$ cat src/design/shootdown_pending_request_table_assert.svh
// Assertion macros for the shootdown pending-request table.
// Needs i_clk and i_rst_n in the scope where a macro is used.
`ifndef SHOOTDOWN_PENDING_REQUEST_TABLE_ASSERT_SVH
`define SHOOTDOWN_PENDING_REQUEST_TABLE_ASSERT_SVH

// Same-cycle implication, held off while reset is asserted.
`define SPT_ASSERT_IMP(name, ante, cons, msg) \
    name: assert property (@(posedge i_clk) disable iff (!i_rst_n) (ante) |-> (cons)) \
        else $error(msg);

// Next-cycle implication, held off while reset is asserted.
`define SPT_ASSERT_NXT(name, ante, cons, msg) \
    name: assert property (@(posedge i_clk) disable iff (!i_rst_n) (ante) |=> (cons)) \
        else $error(msg);

`endif

$ cat src/design/spt_ram.sv
// Generic single-write, single-read synchronous RAM with registered read data.
// No package dependencies.
module spt_ram #(
    parameter int WIDTH = 8,
    parameter int DEPTH = 64,
    localparam int AW = (DEPTH > 1) ? $clog2(DEPTH) : 1
) (
    input  logic             i_clk,
    input  logic             i_we,
    input  logic [AW-1:0]    i_waddr,
    input  logic [WIDTH-1:0] i_wdata,
    input  logic             i_re,
    input  logic [AW-1:0]    i_raddr,
    output logic [WIDTH-1:0] o_rdata
);

    logic [WIDTH-1:0] r_mem [DEPTH];
    logic [WIDTH-1:0] r_rdata;

    always_ff @(posedge i_clk) begin
        if (i_we) begin
            r_mem[i_waddr] <= i_wdata;
        end
    end

    always_ff @(posedge i_clk) begin
        if (i_re) begin
            r_rdata <= r_mem[i_raddr];
        end
    end

    assign o_rdata = r_rdata;

endmodule

$ cat config.mk
export PLATFORM = sky130hd
export DESIGN_NAME = spt_ram
export DESIGN_NICKNAME = d
export VERILOG_FILES = /design/src/design/shootdown_pending_request_table_assert.svh /design/src/design/spt_ram.sv
export SDC_FILE = /design/constraint.sdc
export NUM_CORES = 1
export LEC_CHECK = 0
export ABC_AREA = 1
export BUFFER_PORTS_ARGS = -buffer_cell sky130_fd_sc_hd__buf_2
export CORE_UTILIZATION = 65
export DETAILED_ROUTE_END_ITERATION = 7
export PLACE_DENSITY = 0.81
export RECOVER_POWER = 50
export SKIP_CTS_REPAIR_TIMING = 1
export SLEW_MARGIN = 20
export SYNTH_ARGS = -nofsm -noshare
export SYNTH_HDL_FRONTEND = slang
export SYNTH_SLANG_ARGS = --single-unit
export TNS_END_PERCENT = 50
$ cat constraint.sdc
create_clock -name i_clk -period 5.43 [get_ports i_clk]
set_clock_uncertainty 0.05 [all_clocks]
set_input_delay 0.2715 -clock i_clk [delete_from_list [all_inputs] [get_ports i_clk]]
set_output_delay 0.2715 -clock i_clk [all_outputs]
set_load 0.05 [all_outputs]
## After elaboration in Yosys (flattened, before gate mapping)

Memory sizes are Yosys's and may differ from the RTL's. A register that Yosys moved wholly into a read port is not among the register bits.
Cells that the tools add are included.

| word-level totals | value |
|---|---|
| flip-flop bits (word level) | 0 |
| RAM bits | 512 |
| input bits | 23 |
| output and inout bits | 8 |
| word-level logic and storage cells | 3 |
| memories kept | 1 |

| operators by class | value |
|---|---|
| muxes and demuxes | 2 |

Memories:

| name | depth | bits a word | rd ports | clocked after Yosys merged registers in | wr ports | line | source |
|---|---|---|---|---|---|---|---|
| r_mem | 64 | 8 | 1 | 1 | 1 | spt_ram.sv:17 | `logic [WIDTH-1:0] r_mem [DEPTH];` |

Operator list:

| cell | number |
|---|---|
| 2-to-1 mux 1 bit | 2 |

## Depth between registers and ports, before layout

Gate-level depths: netlist of run 1.

| logic depth | value |
|---|---|
| word-level depth | 2 |
| gate-level depth with buffers | 12 |
| gate-level depth less buffers | 9 |

## Worst setup path before layout of run 1

No wires, ideal clock.

| timing | value |
|---|---|
| path type | input -> register |
| start | in i_we |
| end | mem r_mem[48][0], enable pin |
| setup time | 0.395 ns |
| arrival time | 1.643 ns |
| data required time | 4.985 ns |
| setup slack | 3.342 ns |
| stages | 3 |
| buffers on the path | 1 |
| cell sequence | clkbuf_1 -> nand4_1 -> nor4_1 |

| between the ends | value |
|---|---|
| cells in the longest elaborated chain, start to end | 2 |

Ends and longest elaborated chain:

| item | line | source |
|---|---|---|
| start, declared | spt_ram.sv:9 | `input logic i_we,` |
| 2-to-1 mux 1 bit | spt_ram.sv:21 | `if (i_we) begin` |
| 2-to-1 mux 1 bit (implied by the code) | spt_ram.sv:22 | `r_mem[i_waddr] <= i_wdata;` |
| end, declared | spt_ram.sv:17 |  |

No other way between the ends.

## Worst setup path in the final report of run 1

| timing | value |
|---|---|
| start | in i_wdata[7] |
| end | mem r_mem[40][7], data pin |

RTL lines:

| item | line | source |
|---|---|---|
| start, declared | spt_ram.sv:11 | `input logic [WIDTH-1:0] i_wdata,` |

No word-level cell before the write port.

==> impl_metrics.ini, run 1 <==
[synthesis]
ys_seq_area_share_pct = 72.9
synthesis.nets = 1828
synth_area_leaders = edfxtp_1 73%, nand2_1 11%, nand3_1 10%
yosys.area.top_type_share_pct = 72.9
netlist.top_cell.by_area = edfxtp_1
ys_warn_count = 0
syn_avg_cell_area_um2 = 11.9
synth_cell_types = 15
ys_seq_elements = 520
synth_area_um2 = 21400
netlist_instances = 1805

[timing]
finalMaxSlewViolations = 520
finalSetupTns_ps = 0
finalSetupViolCount = 0
max_freq_ghz = 0.332
rsz0062_at_grt = false
worst_pin_slew_ps = 3450
finalCriticalPeriod_ps = 3010
whs_ps = 128
setup_ws_ps = 2420
fin_crit_sh_pct = 55.5
hold_violations = 0
max_slew_margin_pct = -130

[setup_path]
crit_fanout = 64
critPathSlowestCell = clkbuf_1
crit_type = in -> reg
critical_path.cell_chain = buf_2 -> clkbuf_1
arrival_ps = 2810
cpPeakStageDelay_ps = 2410
critical_path.startpoint_type = input pin
worstPathRequired_ps = 5230
cp-end-kind = flip-flop
path_buf_inv = 2
critical-path-top-delay-family = buffers and inverters

[floorplanning]
io_pins = 31
fp.dieW_um = 184
die_y_um = 184
start_util_pct = 66.0
core_um2 = 32500
num_rows = 66
die_area_um2 = 33700

[drt]
vias = 14600
drt_iter0_markers = 2161
dr.pass1.iters = 6
routed_wl_um = 52700
drc = 0
routed_via_density = 6.40
wl_per_cell_um = 23.1
drtAntennaViolNets = 0

[placement]
dpl.hpwl_um = 29000
preCtsSetupSlack_ps = 2310
port_buffers = 30
place_congestion = 0.865

[hold_path]
hp-class = in -> reg

[clock_tree]
path_clk_slew_ps = 60
cts-root-buf = clkbuf_16
clk_latency_ps = 570
cts_tree = built
h-tree-depth = 2
clk_path_buf_depth = 3
cts_buffers = 50
cts.sinks = 520

[flow_run]
drv_cap = 8

[power]
p_int_mw = 6.39
finalPower_mw = 8.23
p_per_area_nw_per_um2 = 358
p_sw_mw = 1.84
clkPwrFrac_pct = 39.2
p_seq_share_pct = 54.4
vdd.ir_drop.worst_mv = 0.279
p_leak_nw = 8.20
switching_share_pct = 22.4
combPwrFrac_pct = 6.3

[grt]
first_global_vias = 13800
antenna_found_initial = 2
overflow = 0
track_usage_pct = 31.9
grt_max_degree = 146
grt_pass1_wl_um = 79600

[run_status]
run_status = finished with violations
violations = max-capacitance violations, max-slew violations

[cells_and_area]
fill_cells = 2090
final_util_pct = 70.8
area_delta_synth_final_pct = 7.32
drive_gt1_share_pct = 5.99
nets = 1822
per-stage QoR:
stage               std cells  area (µm²)
floorplan                1805       21400
global placement         2189       21500
detailed placement       2189       21500
CTS                      2279       23000
global route             2280       23000
finish                   2281       23000
synthesized netlist by cell type:
cell	instances
buf_1	10
edfxtp_1	520
nand3_1	439
buf_6	35
inv_2	1
inv_6	1
buf_8	2
buf_4	14
clkbuf_1	15
nor2_1	56
nand2_1	648
buf_2	37
nor4_1	8
nand4_1	9
inv_1	10
sequential cells by signal (all words and copies together), names as in the netlist:
register / flops
r_mem: 512
o_rdata: 8
cells in the final DEF, fill, tap and decap left out:
cell type	count
buf_12	1
buf_2	26
buf_4	16
buf_6	1
bufinv_16	2
clkbuf_1	25
clkbuf_16	51
clkinv_1	14
clkinv_2	7
clkinvlp_4	1
diode_2	2
edfxtp_1	520
inv_1	8
inv_2	2
inv_4	1
inv_6	2
nand2_1	648
nand3_1	439
nand4_1	9
nor2_1	56
nor4_1	8
worst paths after layout:
check,endpoint,start,slack [ps],cells past startpoint
min reg2reg,o_rdata[3],r_mem[2][3],870,8
max,r_mem[40][7],i_wdata[7],2420,2
max reg2reg,o_rdata[1],r_mem[32][1],3760,8
min,o_rdata[7],i_re,130,1
power groups by stage:
| stage | Clock, mW | Sequential [mW] | Combinational (mW) |
|---|---|---|---|
| floorplan | 0 | 4.56 | 0.312 |
| global placement | 0 | 4.55 | 0.487 |
| detailed placement | 0 | 4.55 | 0.503 |
| CTS | 3.22 | 4.47 | 0.511 |
| global route | 3.39 | 4.48 | 0.557 |
| finish | 3.23 | 4.48 | 0.521 |
area by class of cell:
type / count / area [µm²] / share of cell area, %
Sequential cell: 520 / 15600 / 67.9
Multi-Input combinational cell: 1160 / 4950 / 21.5
Clock buffer: 65 / 1330 / 5.78
Tap cell: 442 / 553 / 2.41
Timing Repair Buffer: 55 / 323 / 1.40
Clock inverter: 25 / 164 / 0.713
Inverter: 12 / 52.6 / 0.229
Antenna cell: 2 / 5.00 / 0.0218
logic make-up after synthesis:
| logic type | after synthesis | share of synthesized area (%) |
|---|---|---|
| and+or+nand+nor | 1160 | 23.1 |
| buffers and inverters | 125 | 4.01 |
| DFF | 520 | 72.9 |
routing by layer:
metal / track usage [%] / vias up / share of wire [%]
li1: - / 6342 / -
met5: 0 / - / 0
met4: 15.8 / 0 / 4.7
met2: 49.9 / 1105 / 47
met3: 5.51 / 173 / 11
met1: 43.9 / 6971 / 37
(Power assumes the default switching activity.)
==> run 2, diff against run 1 <==
--- a/config.mk
+++ b/config.mk
@@ -7,9 +7,9 @@
 export LEC_CHECK = 0
 export ABC_AREA = 1
 export BUFFER_PORTS_ARGS = -buffer_cell sky130_fd_sc_hd__buf_2
-export CORE_UTILIZATION = 65
+export CORE_UTILIZATION = 57
 export DETAILED_ROUTE_END_ITERATION = 7
-export PLACE_DENSITY = 0.81
+export PLACE_DENSITY = 0.75
 export RECOVER_POWER = 50
 export SKIP_CTS_REPAIR_TIMING = 1
 export SLEW_MARGIN = 20
==> constraint.sdc (replaced) <==
create_clock -name i_clk -period 2.6 [get_ports i_clk]
set_clock_uncertainty 0.05 [all_clocks]
set_input_delay 0.13 -clock i_clk [delete_from_list [all_inputs] [get_ports i_clk]]
set_output_delay 0.13 -clock i_clk [all_outputs]
set_load 0.05 [all_outputs]
==> run 2 against run 1 <==
  * The run ends with negative hold slack, max-capacitance violations, max-slew violations left
  * Global-route usage is 3.9 points lower
  * Largest power group unchanged
  * Setup slack worse by 2000 ps
  * Cell area increased by 2.6%
  * Sequential share of layout area down 1.7 points
  * Count of clock-buffer cells in the layout fell by 3
  * Combinational power increased by 120%
  * Flip-flop and latch count is the same
  * Non-clock buffer count grew 58
  * Critical endpoint is now r_mem[4][3]
==> impl_metrics.ini, run 2 (synthesis results as in run 1) <==
[power]
p_seq_share_pct = 53.6
p_sw_mw = 3.94
clkPwrFrac_pct = 39.9
combPwrFrac_pct = 6.5
p_per_area_nw_per_um2 = 738
vdd.ir_drop.worst_mv = 0.537
switching_share_pct = 22.6
p_leak_nw = 8.54
p_int_mw = 13.5

[setup_path]
startpoint = i_wdata[3]
critPathSlowestCell = clkbuf_1
worstPathRequired_ps = 2800
regToRegStartpoint = r_mem[41][6]
cpPeakStageDelay_ps = 1430
crit_fanout = 32
cp-end-kind = flip-flop
critical-path-top-delay-family = buffers and inverters
critical_path.startpoint_type = input pin
critical_path.cell_chain = clkbuf_1 -> clkbuf_1
crit_top_cell = clkbuf_1
crit_type = in -> reg
path_buf_inv = 2
arrival_ps = 2340

[drt]
dr.pass1.iters = 6
vias = 14200
routed_wl_um = 53000
drc = 0
drtAntennaViolNets = 0
routed_via_density = 6.01
wl_per_cell_um = 22.4
drt_iter0_markers = 1903

[cells_and_area]
most-common-layout-cells = 648 x nand2_1, 520 x edfxtp_1, 439 x nand3_1, 58 x buf_4, 56 x nor2_1
area_delta_synth_final_pct = 10.1
design_area_um2 = 23600
final_common_cell = nand2_1
nets = 1881
finalNonFillerCells = 2367
drive_gt1_share_pct = 8.59
top_register = r_mem
largest_reg_flops = 512

[clock_tree]
cts_buffers = 51
cts_tree = built
path_clk_slew_ps = 60
h-tree-depth = 2
clk_latency_ps = 580
cts.sinks = 520
clk_path_buf_depth = 3
cts-root-buf = clkbuf_16

[timing]
whs_ps = -25.2
max_slew_margin_pct = -36.7
finalSetupViolCount = 0
worst_pin_slew_ps = 2050
finalCriticalPeriod_ps = 2150
max_freq_ghz = 0.466
fin_crit_sh_pct = 82.6
rsz0062_at_grt = false
hold_violations = 7
finalSetupTns_ps = 0
finalMaxSlewViolations = 160

[grt]
grt_max_degree = 140
track_usage_pct = 28.0
antenna_found_initial = 2
first_global_vias = 13500
overflow = 0
grt_pass1_wl_um = 80300

[flow_run]
drv_cap = 5

[placement]
port_buffers = 30
dpl-instance-area_um2 = 22100
placedCellCount = 2272
place_congestion = 0.925
dpl.hpwl_um = 31500

[floorplanning]
die_y_um = 196
num_rows = 70
die_area_um2 = 38400
start_util_pct = 58.2
io_pins = 31
core_um2 = 36800
fp.dieW_um = 196

[hold_path]
min-delay-start = i_raddr[5]
hp-class = in -> reg

[run_status]
violations = negative hold slack, max-capacitance violations, max-slew violations
run_status = finished with violations
run 2: metrics by stage:
step | hold WS (ps) | setup slack, ps | total power [mW] | util (%)
3_3_place_gp | 465 | 190 | 10.6 | 60.1
5_1_grt | 1.26 | 414 | 17.9 | 64.1
6_report | -25.2 | 454 | 17.4 | 64.1
4_1_cts | -143 | 769 | 17.5 | 64.4
2_1_floorplan | 179 | 654 | 10.2 | -
3_5_place_dp | 457 | 144 | 10.6 | 60.1
run 2: final cells by class:
| cell class | count | area (µm²) |
|---|---|---|
| fillers | 2669 | 13200 |
| clock buffers | 62 | 1320 |
| inverters | 12 | 52.6 |
| clock inverters | 31 | 230 |
| diodes | 1 | 2.50 |
| repair buffers | 113 | 843 |
| flip-flops and latches | 520 | 15600 |
| well taps | 468 | 586 |
| multi-input cells | 1160 | 4950 |
run 2: layer usage:
metal / global-route usage [%] / part of all wire (%) / up-vias
met5: 0 / 0.032 / -
met4: 10.6 / 3.8 / 2
met3: 6.09 / 10 / 132
met2: 44.2 / 47 / 785
met1: 38.5 / 39 / 6851
li1: - / - / 6455
run 2: path summary, 6_finish.rpt:
check	slack, ps	cells after the start	endpoint
max reg2reg	1090	8	o_rdata[6]
max	450	2	r_mem[4][3]
min	-30	3	o_rdata[5]
min reg2reg	840	8	o_rdata[1]
run 2: power groups by stage:
stage	clock [mW]	combinational (mW)	sequential, mW
after CTS	7.00	1.13	9.32
after global routing	7.32	1.21	9.33
final	6.95	1.13	9.33
after floorplan	0	0.652	9.53
after detailed placement	0	1.12	9.50
after global placement	0	1.10	9.50
==> run 3, diff against run 2 <==
==> constraint.sdc (replaced) <==
create_clock -name i_clk -period 1.95 [get_ports i_clk]
set_clock_uncertainty 0.05 [all_clocks]
set_input_delay 0.0975 -clock i_clk [delete_from_list [all_inputs] [get_ports i_clk]]
set_output_delay 0.0975 -clock i_clk [all_outputs]
set_load 0.05 [all_outputs]
==> run 3 against run 2 <==
  * The run ends with max-capacitance violations, max-slew violations left
  * Setup slack worse by 240 ps
  * Sequential share of layout area decreased by 1.0 points
  * Clock power grew 35%
  * Via count is 0.22% higher
  * Highest routed layer is now met4
  * Largest cell class unchanged
  * Sequential power is 33% higher
  * Utilization up 0.98 points
  * Combinational power rose by 35%
  * Die area unchanged
  * Cell area rose by 1.5%
  * Count of clock-buffer cells in the layout is 3 lower
==> impl_metrics.ini, run 3 (synthesis results as in run 1) <==
[setup_path]
regToRegStartpoint = r_mem[16][5]
cpPeakStageDelay_ps = 1090
critical_path.startpoint_type = input pin
ff2ff_setup_slack_ps = 320
worstPathRequired_ps = 2060
critPathSlowestCell = clkbuf_2
cp-end-kind = flip-flop
rr_endpoint = o_rdata[5]
critical_path.cell_chain = dlygate4sd3_1 -> buf_2 -> clkbuf_2
arrival_ps = 1850
crit_fanout = 64
r2r_cells = 8
crit_type = in -> reg

[drt]
drc = 0
dr.pass1.iters = 5
wl_per_cell_um = 21.8
drt_iter0_markers = 1930
drtAntennaViolNets = 0
vias = 14300
routed_via_density = 5.94
routed_wl_um = 52400

[cells_and_area]
top_register = r_mem
finalNonFillerCells = 2400
area_delta_synth_final_pct = 11.8
fill_cells = 2655
largest_reg_flops = 512
nets = 1914
drive_gt1_share_pct = 10.1
final_common_cell = nand2_1
n_antenna_cell = 0
final_util_pct = 65.1
design_area_um2 = 24000
most-common-layout-cells = 648 x nand2_1, 520 x edfxtp_1, 439 x nand3_1, 71 x buf_4, 56 x nor2_1

[grt]
grt_max_degree = 174
track_usage_pct = 28.1
grt_pass1_wl_um = 80600
antenna_found_initial = 0
overflow = 0
first_global_vias = 14000

[floorplanning]
start_util_pct = 58.2
core_um2 = 36800
io_pins = 31
die_y_um = 196
die_area_um2 = 38400
fp.dieW_um = 196
num_rows = 70

[timing]
hold_violations = 0
rsz0062_at_grt = false
max_slew_margin_pct = -1.03
setup_ws_ps = 215
fin_crit_sh_pct = 89.0
finalSetupTns_ps = 0
worst_pin_slew_ps = 1520
finalMaxSlewViolations = 65
max_freq_ghz = 0.576
whs_ps = 61.4
finalSetupViolCount = 0
finalCriticalPeriod_ps = 1740

[clock_tree]
path_clk_slew_ps = 60
clk_path_buf_depth = 3
cts_buffers = 51
cts_tree = built
cts.sinks = 520
h-tree-depth = 2
cts-root-buf = clkbuf_16
clk_latency_ps = 590

[power]
finalPower_mw = 23.4
p_per_area_nw_per_um2 = 975
p_leak_nw = 8.74
vdd.ir_drop.worst_mv = 0.744

[hold_path]
min-delay-start = i_waddr[2]
hp-class = in -> reg
hold-path-endpoint = r_mem[48][1]
min_path_cells = 3

[placement]
preCtsSetupSlack_ps = -43.7
placedCellCount = 2299
dpl-instance-area_um2 = 22400
dpl.hpwl_um = 29800
port_buffers = 30
place_congestion = 0.887

[run_status]
violations = max-capacitance violations, max-slew violations
run_status = finished with violations

[flow_run]
drv_cap = 3
-- run 3: layout make-up --
class	instances	area [µm²]	area share, %
repair buffers	146	1160	4.85
flip-flops and latches	520	15600	65.2
inverters	12	52.6	0.219
clock buffers	59	1330	5.54
clock inverters	35	267	1.11
well taps	468	586	2.44
multi-input cells	1160	4950	20.6
-- run 3: worst max-delay path by stage --
| stage | from | end | slack (ps) | cells after the start |
|---|---|---|---|---|
| after detailed placement | i_raddr[0] | o_rdata[7] | -40 | 10 |
| after global routing | i_wdata[5] | r_mem[11][5] | 200 | 3 |
| final | i_wdata[5] | r_mem[8][5] | 210 | 3 |
| after CTS | r_mem[16][5] | o_rdata[5] | 350 | 8 |
| after global placement | i_raddr[0] | o_rdata[7] | -40 | 10 |
| after floorplan | i_we | r_mem[48][0] | 40 | 3 |
-- run 3: where the power goes --
group,internal (mW),switching (mW)
sequential,12.4,0.0333
clock,5.28,4.10
combinational,0.401,1.13
total,18.1,5.27
-- run 3: metal layers --
metal / wire (µm) / global-route usage [%]
met5: 0 / 0
met1: 20100 / 38.2
met2: 25200 / 44.9
met3: 5180 / 5.07
met4: 1880 / 12.0
-- run 3: worst max-delay path: cells and delay by family --
kind / cells / cell delay [ps]
buffers and inverters: 3 / 1700
