$ cat src/design/shootdown_pending_request_table_assert.svh
// Assertion macros for the shootdown pending-request table.
// Needs i_clk and i_rst_n in the scope where a macro is used.
`ifndef SHOOTDOWN_PENDING_REQUEST_TABLE_ASSERT_SVH
`define SHOOTDOWN_PENDING_REQUEST_TABLE_ASSERT_SVH

// Same-cycle implication, held off while reset is asserted.
`define SPT_ASSERT_IMP(name, ante, cons, msg) \
    name: assert property (@(posedge i_clk) disable iff (!i_rst_n) (ante) |-> (cons)) \
        else $error(msg);

// Next-cycle implication, held off while reset is asserted.
`define SPT_ASSERT_NXT(name, ante, cons, msg) \
    name: assert property (@(posedge i_clk) disable iff (!i_rst_n) (ante) |=> (cons)) \
        else $error(msg);

`endif

$ cat src/design/spt_pkg.sv
// Shared types, sizes and helpers of the shootdown pending-request table.
// No dependencies; imported by spt_exec and the top level.
package spt_pkg;

    localparam int NUM_CORES      = 8;
    localparam int SLOTS_PER_CORE = 8;
    localparam int ENTRY_COUNT    = NUM_CORES * SLOTS_PER_CORE;
    localparam int ENTRY_AW       = (ENTRY_COUNT > 1) ? $clog2(ENTRY_COUNT) : 1;
    localparam int CORE_AW        = (NUM_CORES > 1) ? $clog2(NUM_CORES) : 1;
    localparam int SLOT_AW        = (SLOTS_PER_CORE > 1) ? $clog2(SLOTS_PER_CORE) : 1;

    localparam int ID_CORE_LSB = 24;
    localparam int ID_SLOT_LSB = 16;
    localparam logic [15:0] GEN_FIRST = 16'd1;

    typedef enum logic [2:0] {
        K_ALLOC = 3'd0,
        K_ACK   = 3'd1,
        K_QUERY = 3'd2,
        K_FREE  = 3'd3,
        K_STATS = 3'd4
    } t_kind;

    typedef enum logic [1:0] {
        ST_OK      = 2'd0,
        ST_NO_SLOT = 2'd1,
        ST_STALE   = 2'd2,
        ST_RANGE   = 2'd3
    } t_status;

    typedef enum logic {
        S_IDLE = 1'b0,
        S_EXEC = 1'b1
    } t_state;

    typedef struct packed {
        logic [2:0]  kind;
        logic [2:0]  core;
        logic [2:0]  slot;
        logic [63:0] asid;
        logic [7:0]  tgt_mask;
        logic [31:0] ack_request_id;
        logic [2:0]  ack_src;
    } t_in_item;

    typedef struct packed {
        logic [1:0]  status;
        logic [2:0]  granted_slot;
        logic [31:0] granted_request_id;
        logic        complete;
        logic [31:0] stat_issued;
        logic [31:0] stat_targets;
        logic [31:0] stat_alloc_failures;
        logic [31:0] stat_acks;
        logic [31:0] stat_stale_acks;
    } t_out_item;

    // One slot entry; next_gen rides along with the entry it belongs to.
    typedef struct packed {
        logic [15:0] gen;
        logic [15:0] next_gen;
        logic [63:0] aspace;
        logic [7:0]  targets;
        logic [7:0]  acks;
    } t_entry;

    // Per-core counter row.
    typedef struct packed {
        logic [31:0] issued;
        logic [31:0] targets;
        logic [31:0] fails;
        logic [31:0] acks;
        logic [31:0] stale;
    } t_stat_row;

    // Decoded operation, registered at accept.
    typedef struct packed {
        logic [2:0]          kind;
        logic                range_err;
        logic                found;
        logic [SLOT_AW-1:0]  slot;
        logic [7:0]          id_core;
        logic [7:0]          id_slot;
        logic [15:0]         id_gen;
        logic [ENTRY_AW-1:0] idx;
        logic [CORE_AW-1:0]  row;
        logic [63:0]         aspace;
        logic [7:0]          tgt_mask;
        logic [2:0]          acker;
    } t_op;

    // Write-back controls from the execute stage.
    typedef struct packed {
        logic      ent_we;
        t_entry    ent_wdata;
        logic      stat_we;
        t_stat_row stat_wdata;
        logic      set_busy;
        logic      clr_busy;
    } t_wb;

    function automatic logic [3:0] popcount8(input logic [7:0] v);
        logic [3:0] n;
        n = 4'd0;
        for (int i = 0; i < 8; i++) begin
            n = n + {3'd0, v[i]};
        end
        return n;
    endfunction

endpackage

$ cat src/design/spt_exec.sv
// Execute stage: turns a decoded operation and the read entry and counter row
// into the result item and the write-back. Uses spt_pkg.
module spt_exec
    import spt_pkg::*;
(
    input  t_op       i_op,
    input  t_entry    i_entry,
    input  logic      i_entry_written,
    input  logic      i_busy,
    input  t_stat_row i_stats,
    output t_wb       o_wb,
    output t_out_item o_result
);

    logic [15:0] gen;
    logic [7:0]  ack_bit;

    always_comb begin
        gen     = i_entry_written ? i_entry.next_gen : GEN_FIRST;
        ack_bit = 8'd1 << i_op.acker;

        o_wb            = '0;
        o_wb.ent_wdata  = i_entry;
        o_wb.stat_wdata = i_stats;
        o_result        = '0;
        o_result.status = ST_OK;

        unique case (i_op.kind)
            K_ALLOC: begin
                if (i_op.range_err) begin
                    o_result.status = ST_RANGE;
                end else if (i_op.found) begin
                    o_wb.ent_we             = 1'b1;
                    o_wb.ent_wdata.gen      = gen;
                    o_wb.ent_wdata.next_gen = gen + 16'd1;
                    o_wb.ent_wdata.aspace   = i_op.aspace;
                    o_wb.ent_wdata.targets  = i_op.tgt_mask;
                    o_wb.ent_wdata.acks     = 8'd0;
                    o_wb.set_busy           = 1'b1;
                    o_wb.stat_we            = 1'b1;
                    o_wb.stat_wdata.issued  = i_stats.issued + 32'd1;
                    o_wb.stat_wdata.targets = i_stats.targets
                                            + {28'd0, popcount8(i_op.tgt_mask)};
                    o_result.granted_slot   = 3'(i_op.slot);
                    o_result.granted_request_id = {8'(i_op.row), 8'(i_op.slot), gen};
                end else begin
                    o_wb.stat_we          = 1'b1;
                    o_wb.stat_wdata.fails = i_stats.fails + 32'd1;
                    o_result.status       = ST_NO_SLOT;
                end
            end
            K_ACK: begin
                if (i_op.range_err) begin
                    o_result.status = ST_RANGE;
                end else if (i_busy && (i_entry.gen == i_op.id_gen)) begin
                    // Count only the first ack from a given core.
                    if ((i_entry.acks & ack_bit) == 8'd0) begin
                        o_wb.ent_we          = 1'b1;
                        o_wb.ent_wdata.acks  = i_entry.acks | ack_bit;
                        o_wb.stat_we         = 1'b1;
                        o_wb.stat_wdata.acks = i_stats.acks + 32'd1;
                    end
                end else begin
                    o_wb.stat_we           = 1'b1;
                    o_wb.stat_wdata.stale  = i_stats.stale + 32'd1;
                    o_result.status        = ST_STALE;
                end
            end
            K_QUERY: begin
                if (i_op.range_err) begin
                    o_result.status = ST_RANGE;
                end else begin
                    o_result.complete =
                        ((i_entry.acks & i_entry.targets) == i_entry.targets);
                end
            end
            K_FREE: begin
                if (i_op.range_err) begin
                    o_result.status = ST_RANGE;
                end else begin
                    o_wb.clr_busy = 1'b1;
                end
            end
            K_STATS: begin
                if (i_op.range_err) begin
                    o_result.status = ST_RANGE;
                end else begin
                    o_result.stat_issued         = i_stats.issued;
                    o_result.stat_targets        = i_stats.targets;
                    o_result.stat_alloc_failures = i_stats.fails;
                    o_result.stat_acks           = i_stats.acks;
                    o_result.stat_stale_acks     = i_stats.stale;
                end
            end
            default: begin
            end
        endcase
    end

endmodule

$ cat config.mk
export PLATFORM = sky130hd
export DESIGN_NAME = spt_exec
export DESIGN_NICKNAME = d
export VERILOG_FILES = /design/src/design/shootdown_pending_request_table_assert.svh /design/src/design/spt_pkg.sv /design/src/design/spt_exec.sv
export SDC_FILE = /design/constraint.sdc
export NUM_CORES = 1
export LEC_CHECK = 0
export ABC_AREA = 1
export BUFFER_PORTS_ARGS = -buffer_cell sky130_fd_sc_hd__buf_2
export CORE_AREA = 2 2 336 338
export DETAILED_ROUTE_END_ITERATION = 8
export DIE_AREA = 0 0 338 340
export GPL_TIMING_DRIVEN = 0
export SYNTH_ARGS = -nofsm -noshare
export SYNTH_HDL_FRONTEND = slang
export SYNTH_SLANG_ARGS = --single-unit
$ cat constraint.sdc
create_clock -name vclk -period 4.95
set_input_delay 0.99 -clock vclk [all_inputs]
set_output_delay 0.99 -clock vclk [all_outputs]
set_load 0.05 [all_outputs]
======== Word level (Yosys, flattened, before mapping) ========
Index checks and enable logic that the tools add are counted.
operators by class
  add/subtract/negate cells ............... 13
  $mul .................................... 0
  div/mod/pow operators ................... 0
  $lt $le $gt $ge ......................... 0
  equality and inequality tests ........... 6
  shift operators ......................... 1
  muxes and demuxes ....................... 39
  bitwise operators ....................... 3
  reductions and logical operators ........ 4
operators with widths
  operator                                                            count
  160-bit two-way mux                                                 2
  210-bit two-way mux                                                 1
  64-bit two-way mux                                                  3
  32-bit by 1-bit adder with 32-bit output (second input constant)    4
  32-bit two-way mux                                                  4
  113-bit two-way mux                                                 1
  35-bit two-way mux                                                  3
  104-bit two-way mux                                                 1
  96-bit two-way mux                                                  1
  32-bit by 4-bit adder with 32-bit output                            1
  9-bit two-way mux                                                   2
  9-bit case mux with 2 select lines                                  1
  16-bit by 1-bit adder with 16-bit output (second input constant)    1
  4-bit by 1-bit adder with 4-bit output                              4
  8-bit AND                                                           2
  16-bit equality test                                                1
  16-bit two-way mux                                                  1
  1-bit two-way mux                                                   12
  8-bit equality test                                                 1
  8-bit zero test                                                     1
  2-bit two-way mux                                                   4
  8-bit two-way mux                                                   1
  8-bit bitwise OR                                                    1
  1-bit by 3-bit left shift with 8-bit output (first input constant)  1
  other kinds (11)                                                    12
storage, ports and cells
  bits in registers ....................... 0
  latch bits .............................. 0
  RAM bits ................................ 0
  ROM bits ................................ 0
  output and inout port bits .............. 474
  memories ................................ 0

======== Longest topological paths before layout ========
Gate-level depths: netlist (run 1).
  depth after elaboration ................. 11
  gate-level depth with buffers ........... 16
  depth with buffers taken out ............ 16

======== Worst setup path after synthesis (run 1) ========
OpenSTA, ideal clock, no wires.
  kind .................................... input-to-output
  start point ............................. input port i_op[3] (netlist bit)
  end point ............................... output port o_wb[126] (netlist bit)
  arrival ................................. 4.709 ns
  path slack .............................. -0.749 ns
  stages on the path ...................... 15
  path buffers ............................ 0
  cell sequence ........................... fa_1 > inv_1 > fa_1 > fa_1 > fa_1 > inv_1 > fa_1 > a21oi_1 > o21ai_0 > nand3_1 > nor2_1 > nand2_1 > nor2_1 > nand4_1 > xor2_1
RTL lines
  item                line            text
  start: declaration  spt_exec.sv:6   input t_op i_op,
  end: declaration    spt_exec.sv:11  output t_wb o_wb,

==> reports/results.ini, run 1 <==
[placement]
hpwl_um = 93600
dpl-instance-area_mm2 = 0.0150
portBuffers = 837
gp_congestion = 0.921

[global_routing]
grt_pass1_vias = 14228
antenna_found_initial = 52
grt_max_degree = 11
gr-usage-all-layers_pct = 16.6
grt_remaining_overflow = 0
grt_pass1_wl_um = 129000

[floorplanning]
io_pins = 872
die_h_um = 340
die_w_um = 338
initial_core_util_pct = 7.67
core-area_mm2 = 0.112
die_area_mm2 = 0.115
rows = 123

[layout]
seq_cells = 0
area_delta_synth_final_pct = 84.4
nets = 3101
final_cell_area_mm2 = 0.0158
clockBufferCount = 0
drive_gt1_share_pct = 37.9
seq_area_um2 = 0

[sta]
fin_crit_sh_pct = 114
drv_slew = 0
finalSetupViolCount = 28
max_slew_margin_pct = 22.9
tightest_slew_ns = 1.16
fin_ws_ns = -0.682
finalHoldViolCount = 0
fmax_ghz = 0.178
rsz0062_at_grt = true
timing.final.crit_period_ns = 5.63

[synthesis]
yosysMostFrequentCell = nand2_1
seq_area_frac_synth_pct = 0
synthDistinctLibCells = 38
synth.area.top_cells = nand2_1 (27%), inv_1 (14%), xor2_1 (14%), nor2_1 (14%), nand3_1 (4.9%)
synth_area_per_cell_um2 = 4.71
yosys_warnings = 0
netlist_top_cells_count = nand2_1 (607), inv_1 (330), nor2_1 (313)
synth.cell_area_mm2 = 0.00856
synth_top_area_share_pct = 26.6
yosys.area.top_type = nand2_1
netlist_instances = 1818

[critical_path]
critical_path_arrival_ns = 4.64
endpoint = o_wb[126]
startpoint = i_op[3]
worstSetupPathType = in -> out
end_kind = primary output
crit_fanout = 3
critPathLaunchType = primary input
required_ns = 3.96

[route]
drtIter0Drc = 1072
vias_per_cell = 3.71
wl_per_cell_um = 24.3
drt_wl_total_um = 102000
vias = 15575
drt_pass1_iterations = 5
drc = 0
drt.antenna.violating_nets = 0

[power_and_ir_drop]
powerDensity_mw_per_mm2 = 109
p_leak_nw = 9.15
vdd_ir_drop_max_mv = 0.0367
total_power_mw = 1.73

[run]
max-cap-violations = 0

[run_status]
violations = negative setup slack
outcome = finished with violations

[min_path]
hp-class = in -> out

[per-stage QoR]
| step | cells | TNS, ns | utilization (%) | setup slack (ns) | hold WS [ns] |
|---|---|---|---|---|---|
| final | 4199 | -13.81 | 14.1 | -0.682 | 2.34 |
| after detailed placement | 4164 | -33.48 | 13.5 | -1.13 | 2.34 |
| after global placement | 4164 | -36.86 | 13.5 | -1.10 | 2.33 |
| after floorplan | 1827 | -4.40 | - | -0.415 | 2.10 |
| after CTS | 4176 | -13.17 | 13.9 | -0.722 | 2.34 |
| after global routing | 4194 | -17.78 | 14.1 | -0.824 | 2.36 |
[cell type report]
cell class                      count  area [um2]
Antenna cell                       14        35.0
Buffer                             67         369
Fill cell                       13336       95800
Inverter                          338        1280
Multi-Input combinational cell   1422        7590
Tap cell                         1500        1880
Timing Repair Buffer              858        4640
[cells by family (layout without fill, tap and decap cells)]
kind of cell / Yosys count / after routing / synth area share, %
AOI/OAI and AO/OA: 66 / 66 / 4.38
other: 1 / 24 / 0.0438
buffers and inverters: 405 / 1263 / 18.8
xor gates and xnor gates: 149 / 149 / 15.2
adders and majority gates: 16 / 16 / 2.78
and+or+nand+nor: 1181 / 1181 / 58.8
[per-layer routing]
layer / routed length, um / GRT usage (%)
met2: 46200 / 27.4
met5: 288 / 0
met4: 2370 / 3.00
met1: 42900 / 21.0
met3: 10500 / 5.66
[report_power, final]
group | internal, mW | switching [mW] | total (mW)
Combinational | 0.421 | 1.31 | 1.73
Clock | 0.000000230 | 0 | 0.000000230
Sequential | 0 | 0 | 0
Total | 0.421 | 1.31 | 1.73
[worst min path at each step]
stage	startpoint	slack, ns	endpoint	depth (start not counted)
after floorplan	i_stats[104]	2.10	o_wb[106]	1
after global placement	i_stats[158]	2.33	o_wb[160]	3
after detailed placement	i_stats[158]	2.34	o_wb[160]	3
after CTS	i_stats[158]	2.34	o_wb[160]	3
after global routing	i_stats[158]	2.36	o_wb[160]	3
final	i_stats[158]	2.34	o_wb[160]	3
[worst max-delay path: stages]
cell and delay, ns:
buf_6 0.10, fa_1 0.54, inv_2 0.04, fa_1 0.49
fa_1 0.43, fa_2 0.36, inv_2 0.07, fa_2 0.23
a21oi_4 0.08, o21ai_4 0.18, nand3_4 0.12, nor2_4 0.15
nand2_2 0.10, nor2_4 0.13, nand4_1 0.21, xor2_4 0.23
buf_8 0.16
[timing repair]
action | in CTS | in global routing
setup endpoints to repair | 102 | 37
buffers inserted | 12 | 11
resized for setup | 108 | 42
pin swaps | 27 | 25
hold buffers | 0 | 0
[cell usage in the layout, fill, tap and decap left out, drive strengths merged, types with 2 or more instances in the layout]
cell    Yosys  layout
clkbuf     24      26
xor2      141     141
o22ai       9       9
nand3      86      86
nand4      57      57
ha         11      11
nor4       11      11
o21bai      3       3
fa          5       5
buf        43     898
and3        3       3
nand3b      5       5
a21oi       8       8
diode       0      14
and2        2       2
o21ai      42      42
conb        1      10
o32ai       2       2
inv       338     337
nor3       69      69
xnor2       8       8
nor2      331     331
nand2     615     615
No activity file was read; power rests on OpenSTA's default activity.
==> run 2: changes to the inputs <==
- CAP_MARGIN: unset -> 20
- CORE_AREA: 2 2 336 338 -> 2 2 344 346
- DIE_AREA: 0 0 338 340 -> 0 0 346 348
- clock period: 4.95 -> 6.93 ns (I/O delays scaled with it)
==> run 2 against run 1 <==
Effect of this change:
- clock-buffer cell count unchanged
- first-iteration DRC count decreased by 8.2%
- the run now ends clean
- largest power group unchanged
- critical path depth unchanged
- final area decreased by 5.9%
- die area increased by 4.8%
- worst setup slack improved by 0.79 ns
- power decreased by 32%
- cell count increased by 0.52%
- critical path type unchanged
- routed wire length increased by 0.58%
- highest routed layer unchanged
- flip-flop and latch count unchanged
- non-clock buffer count decreased by 18
==> reports/results.ini, run 2 (synthesis gave the netlist of run 1 again) <==
[sta]
finalSetupViolCount = 0
tightest_slew_ns = 1.13
drv_slew = 0
timing.final.crit_period_ns = 6.82
max_slew_margin_pct = 23.8
finalHoldViolCount = 0
fmax_ghz = 0.147
fin_ws_ns = 0.109
fin_crit_sh_pct = 98.4

[route]
wl_per_cell_um = 24.4
drc = 0
drt.antenna.violating_nets = 0
vias = 15201
vias_per_cell = 3.60
drt_pass1_iterations = 6
drt_wl_total_um = 103000
drtIter0Drc = 984

[power_and_ir_drop]
powerDensity_mw_per_mm2 = 78.5
p_int_mw = 0.263
sw_frac_of_total_pct = 77.4
total_power_mw = 1.17
p_comb_share_pct = 100.0
p_leak_nw = 8.81
p_switching_mw = 0.903
vdd_ir_drop_max_mv = 0.0360
clockPowerShare_pct = 0
seqPwrFrac_pct = 0

[critical_path]
critPathLaunchType = primary input
crit_fanout = 2
critical_path_arrival_ns = 5.43
end_kind = primary output
required_ns = 5.54
worstSetupPathType = in -> out
startpoint = i_op[3]

[layout]
seq_area_um2 = 0
layout_commonest_cell = buf_2
layout_common_cells = buf_2 (858), nand2_1 (607), inv_1 (330)
nFillCells = 14004
multi_input_area_mm2 = 0.00704
area_delta_synth_final_pct = 73.6
clockBufferCount = 0
drive_gt1_share_pct = 35.0
seq_cells = 0
nets = 3083

[floorplanning]
rows = 126
die_w_um = 346
initial_core_util_pct = 7.32
die_area_mm2 = 0.120
core-area_mm2 = 0.117
die_h_um = 348
io_pins = 872

[global_routing]
grt_max_degree = 11
gr-usage-all-layers_pct = 16.1
grt_pass1_vias = 14607
grt_pass1_wl_um = 132000
antenna_found_initial = 44
grt_remaining_overflow = 0

[placement]
hpwl_um = 94400
dp_worst_setup_slack_ns = -0.342
portBuffers = 837
gp_congestion = 0.891

[cts]
post-cts-setup-buffer-count = 0
holdBufCountCts = 0

[run_status]
outcome = complete, no violations

[min_path]
min_from = i_stats[68]
hp-class = in -> out

[run]
max-cap-violations = 0

run 2: cell count changes in the layout (fill, tap and decap cells not counted), sizes merged:
cell           change
buf               -15
clkbuf             -2
clkdlybuf4s15      -1
clkinvlp           -1
diode              +4
inv                +1
run 2: what timing repair did:
action | CTS | global route
gates resized for setup | 8 | 7
endpoints found under the setup margin | 4 | 6
cloned | 0 | 0
endpoints found under the hold margin | 0 | 0
pin swaps | 0 | 2
run 2: per-stage QoR:
| step | hold slack [ns] | instances | TNS (ns) | cell area, um2 | util [%] |
|---|---|---|---|---|---|
| detailed placement | 3.13 | 4203 | -0.981 | 14800 | 12.6 |
| CTS | 3.13 | 4203 | 0 | 14800 | 12.6 |
| floorplan | 2.95 | 1827 | 0 | 8600 | - |
| finish | 3.13 | 4221 | 0 | 14900 | 12.7 |
| global route | 3.15 | 4208 | -0.0375 | 14800 | 12.7 |
| global placement | 3.13 | 4200 | -0.951 | 14700 | 12.6 |
run 2: metal layers:
| metal | global-route usage [%] | up-vias | share of wire [%] |
|---|---|---|---|
| li1 | - | 7196 | - |
| met1 | 19.8 | 7062 | 42 |
| met2 | 26.6 | 761 | 45 |
| met3 | 5.90 | 134 | 9.7 |
| met4 | 4.08 | 48 | 3.2 |
| met5 | 0 | - | 0.29 |
run 2: worst max-delay path, cell delays in order:
cell and delay, ns:
buf_2 0.12, fa_1 0.53, inv_1 0.05, fa_1 0.49, fa_1 0.48, fa_1 0.38, inv_1 0.11, fa_1 0.22
a21oi_1 0.11, o21ai_1 0.20, nand2_1 0.14, nor2_2 0.14, nand4_1 0.22, nor2_2 0.26, nand2_1 0.16, xor2_4 0.23
buf_6 0.20
run 2: area by class of cell:
cell class	instances	area share, %
inverters	338	8.54
diodes	18	0.303
repair buffers	840	28.6
multi-input cells	1422	47.3
plain buffers	67	2.30
well taps	1536	12.9
run 2: power groups by stage:
stage	clock, mW	combinational [mW]	sequential, mW
2_1_floorplan	0	0.673	0
3_3_place_gp	0	1.17	0
3_5_place_dp	0	1.17	0
4_1_cts	0	1.18	0
5_1_grt	0.0000000966	1.24	0
6_report	0.000000139	1.17	0
run 2: worst paths after layout:
kind                    end  slack, ns  depth (start not counted)
setup / recovery  o_wb[128]       0.11                         17
hold / removal     o_wb[70]       3.13                          3
==> run 3: changes to the inputs <==
- ABC_AREA: 1 -> unset
- CORE_AREA: 2 2 344 346 -> 2 2 335 337
- DIE_AREA: 0 0 346 348 -> 0 0 337 339
==> run 3 against run 2 <==
Effect of this change:
- first-iteration DRC count fell by 27%
- cell count fell by 16%
- hold slack improved by 0.014 ns
- combinational power down 9%
- largest power group unchanged
- synthesized cell count decreased by 36%
- synthesized area fell by 19%
==> reports/results.ini, run 3 <==
[run_status]
outcome = complete, no violations

[sta]
setup_tns_ns = 0
tightest_slew_ns = 0.969
rsz0062_at_grt = false
fmax_ghz = 0.148
drv_slew = 0
finalHoldViolCount = 0
max_slew_margin_pct = 35.4
fin_crit_sh_pct = 97.4
finalSetupViolCount = 0
timing.final.crit_period_ns = 6.75
fin_ws_ns = 0.182

[layout]
utilization_pct = 11.9
multi_input_area_mm2 = 0.00645
nFillCells = 13072
clockBufferCount = 0
drive_gt1_share_pct = 44.6
layout_commonest_cell = buf_2
nets = 2436
seq_area_um2 = 0
seq_cells = 0
area_delta_synth_final_pct = 90.6
instances_no_fill = 3529
layout_common_cells = buf_2 (839), nand2_1 (296), and2_1 (178)

[route]
vias = 12414
vias_per_cell = 3.52
drt_pass1_iterations = 5
drt_wl_total_um = 98300
drtIter0Drc = 721
wl_per_cell_um = 27.8
drc = 0
drt.antenna.violating_nets = 0

[floorplanning]
core-area_mm2 = 0.110
rows = 122
die_area_mm2 = 0.114
die_h_um = 339
initial_core_util_pct = 6.25
die_w_um = 337
io_pins = 872

[power_and_ir_drop]
vdd_ir_drop_max_mv = 0.0361
p_leak_nw = 6.76
powerDensity_mw_per_mm2 = 81.6

[placement]
hpwl_um = 91300
portBuffers = 835
dp_cells = 3506
gp_congestion = 0.918
dp_worst_setup_slack_ns = -0.581

[global_routing]
grt_max_degree = 11
grt_pass1_vias = 11393
gr-usage-all-layers_pct = 16.2
grt_remaining_overflow = 0
antenna_found_initial = 92
grt_pass1_wl_um = 121000

[synthesis]
netlist_instances = 1169
netlist_top_cells_count = nand2_1 (296), and2_1 (178), xnor2_1 (99)
synth_area_per_cell_um2 = 5.90
yosys_warnings = 0
yosysMostFrequentCell = nand2_1
synthDistinctLibCells = 58
synth.area.top_cells = and2_1 (16%), nand2_1 (16%), xnor2_1 (13%), xor2_1 (9.5%), nand3_1 (4.1%)
yosys.area.top_type = and2_1
seq_area_frac_synth_pct = 0
synth_top_area_share_pct = 16.1
synth.cell_area_mm2 = 0.00690

[run]
max-cap-violations = 0

[critical_path]
critPathLaunchType = primary input
endpoint = o_wb[118]
critical_path_arrival_ns = 5.36
startpoint = i_op[3]
crit_fanout = 4
end_kind = primary output
required_ns = 5.54
worstSetupPathType = in -> out

[cts]
holdBufCountCts = 0

[min_path]
hp-class = in -> out

## run 3: how the worst min path moves through the flow
stage	startpoint	to	slack, ns	cells after the start
after floorplan	i_stats[100]	o_wb[102]	3.04	1
after global placement	i_stats[46]	o_wb[48]	3.14	3
after detailed placement	i_stats[46]	o_wb[48]	3.14	3
after CTS	i_stats[28]	o_wb[30]	3.14	3
after global routing	i_stats[21]	o_wb[23]	3.15	3
final	i_stats[28]	o_wb[30]	3.14	3
## run 3: cells by family (layout without fill, tap and decap cells)
logic type / count (synthesis) / in the layout / synth area share [%]
other cells: 1 / 31 / 0.0543
xor+xnor: 174 / 174 / 22.1
buf+inv: 119 / 961 / 7.58
fa+ha+maj: 16 / 16 / 3.45
compound gates: 86 / 86 / 8.59
mux: 7 / 7 / 1.07
simple gates: 766 / 766 / 57.2
## run 3: layout make-up
cell class / instances / area share [%]
multi-input combinational: 1059 / 49.0
timing repair buffer: 842 / 32.4
tap: 1488 / 14.2
buffer: 74 / 2.70
inverter: 45 / 1.28
antenna: 21 / 0.400
## run 3: repair_timing
item,in CTS,in global routing
gates resized for setup,2,5
pin swaps,1,0
buffers inserted,2,0
endpoints found under the setup margin,15,3
## run 3: report_power, final
part / switching, mW / internal [mW] / total, mW
sequential: 0 / 0 / 0
combinational: 0.821 / 0.252 / 1.07
clock: 0 / 0.000000247 / 0.000000247
total: 0.821 / 0.252 / 1.07
## run 3: critical path, cell delays in order
cell      delay, ns
buf_2          0.12
fa_1           0.53
inv_1          0.08
fa_1           0.51
fa_1           0.44
fa_1           0.39
inv_1          0.08
fa_1           0.20
a21o_1         0.13
a21oi_1        0.10
nor3b_4        0.17
buf_4          0.16
nand2_1        0.20
nor2_1         0.27
xor2_2         0.27
clkbuf_4       0.30
## run 3: per-stage QoR
step	instance area [um2]	hold WS [ns]	total power, mW
after floorplan	6930	3.04	0.594
after global placement	13000	3.14	1.08
after detailed placement	13100	3.14	1.09
after CTS	13100	3.14	1.09
after global routing	13100	3.15	1.12
final	13200	3.14	1.07
## run 3: metal layers
| layer | wire, um | vias to the layer above | GRT usage [%] |
|---|---|---|---|
| met5 | 519 | - | 0 |
| met4 | 2150 | 86 | 2.59 |
| met3 | 9970 | 146 | 5.83 |
| met2 | 45300 | 703 | 27.2 |
| met1 | 40300 | 5897 | 20.0 |
| li1 | - | 5582 | - |
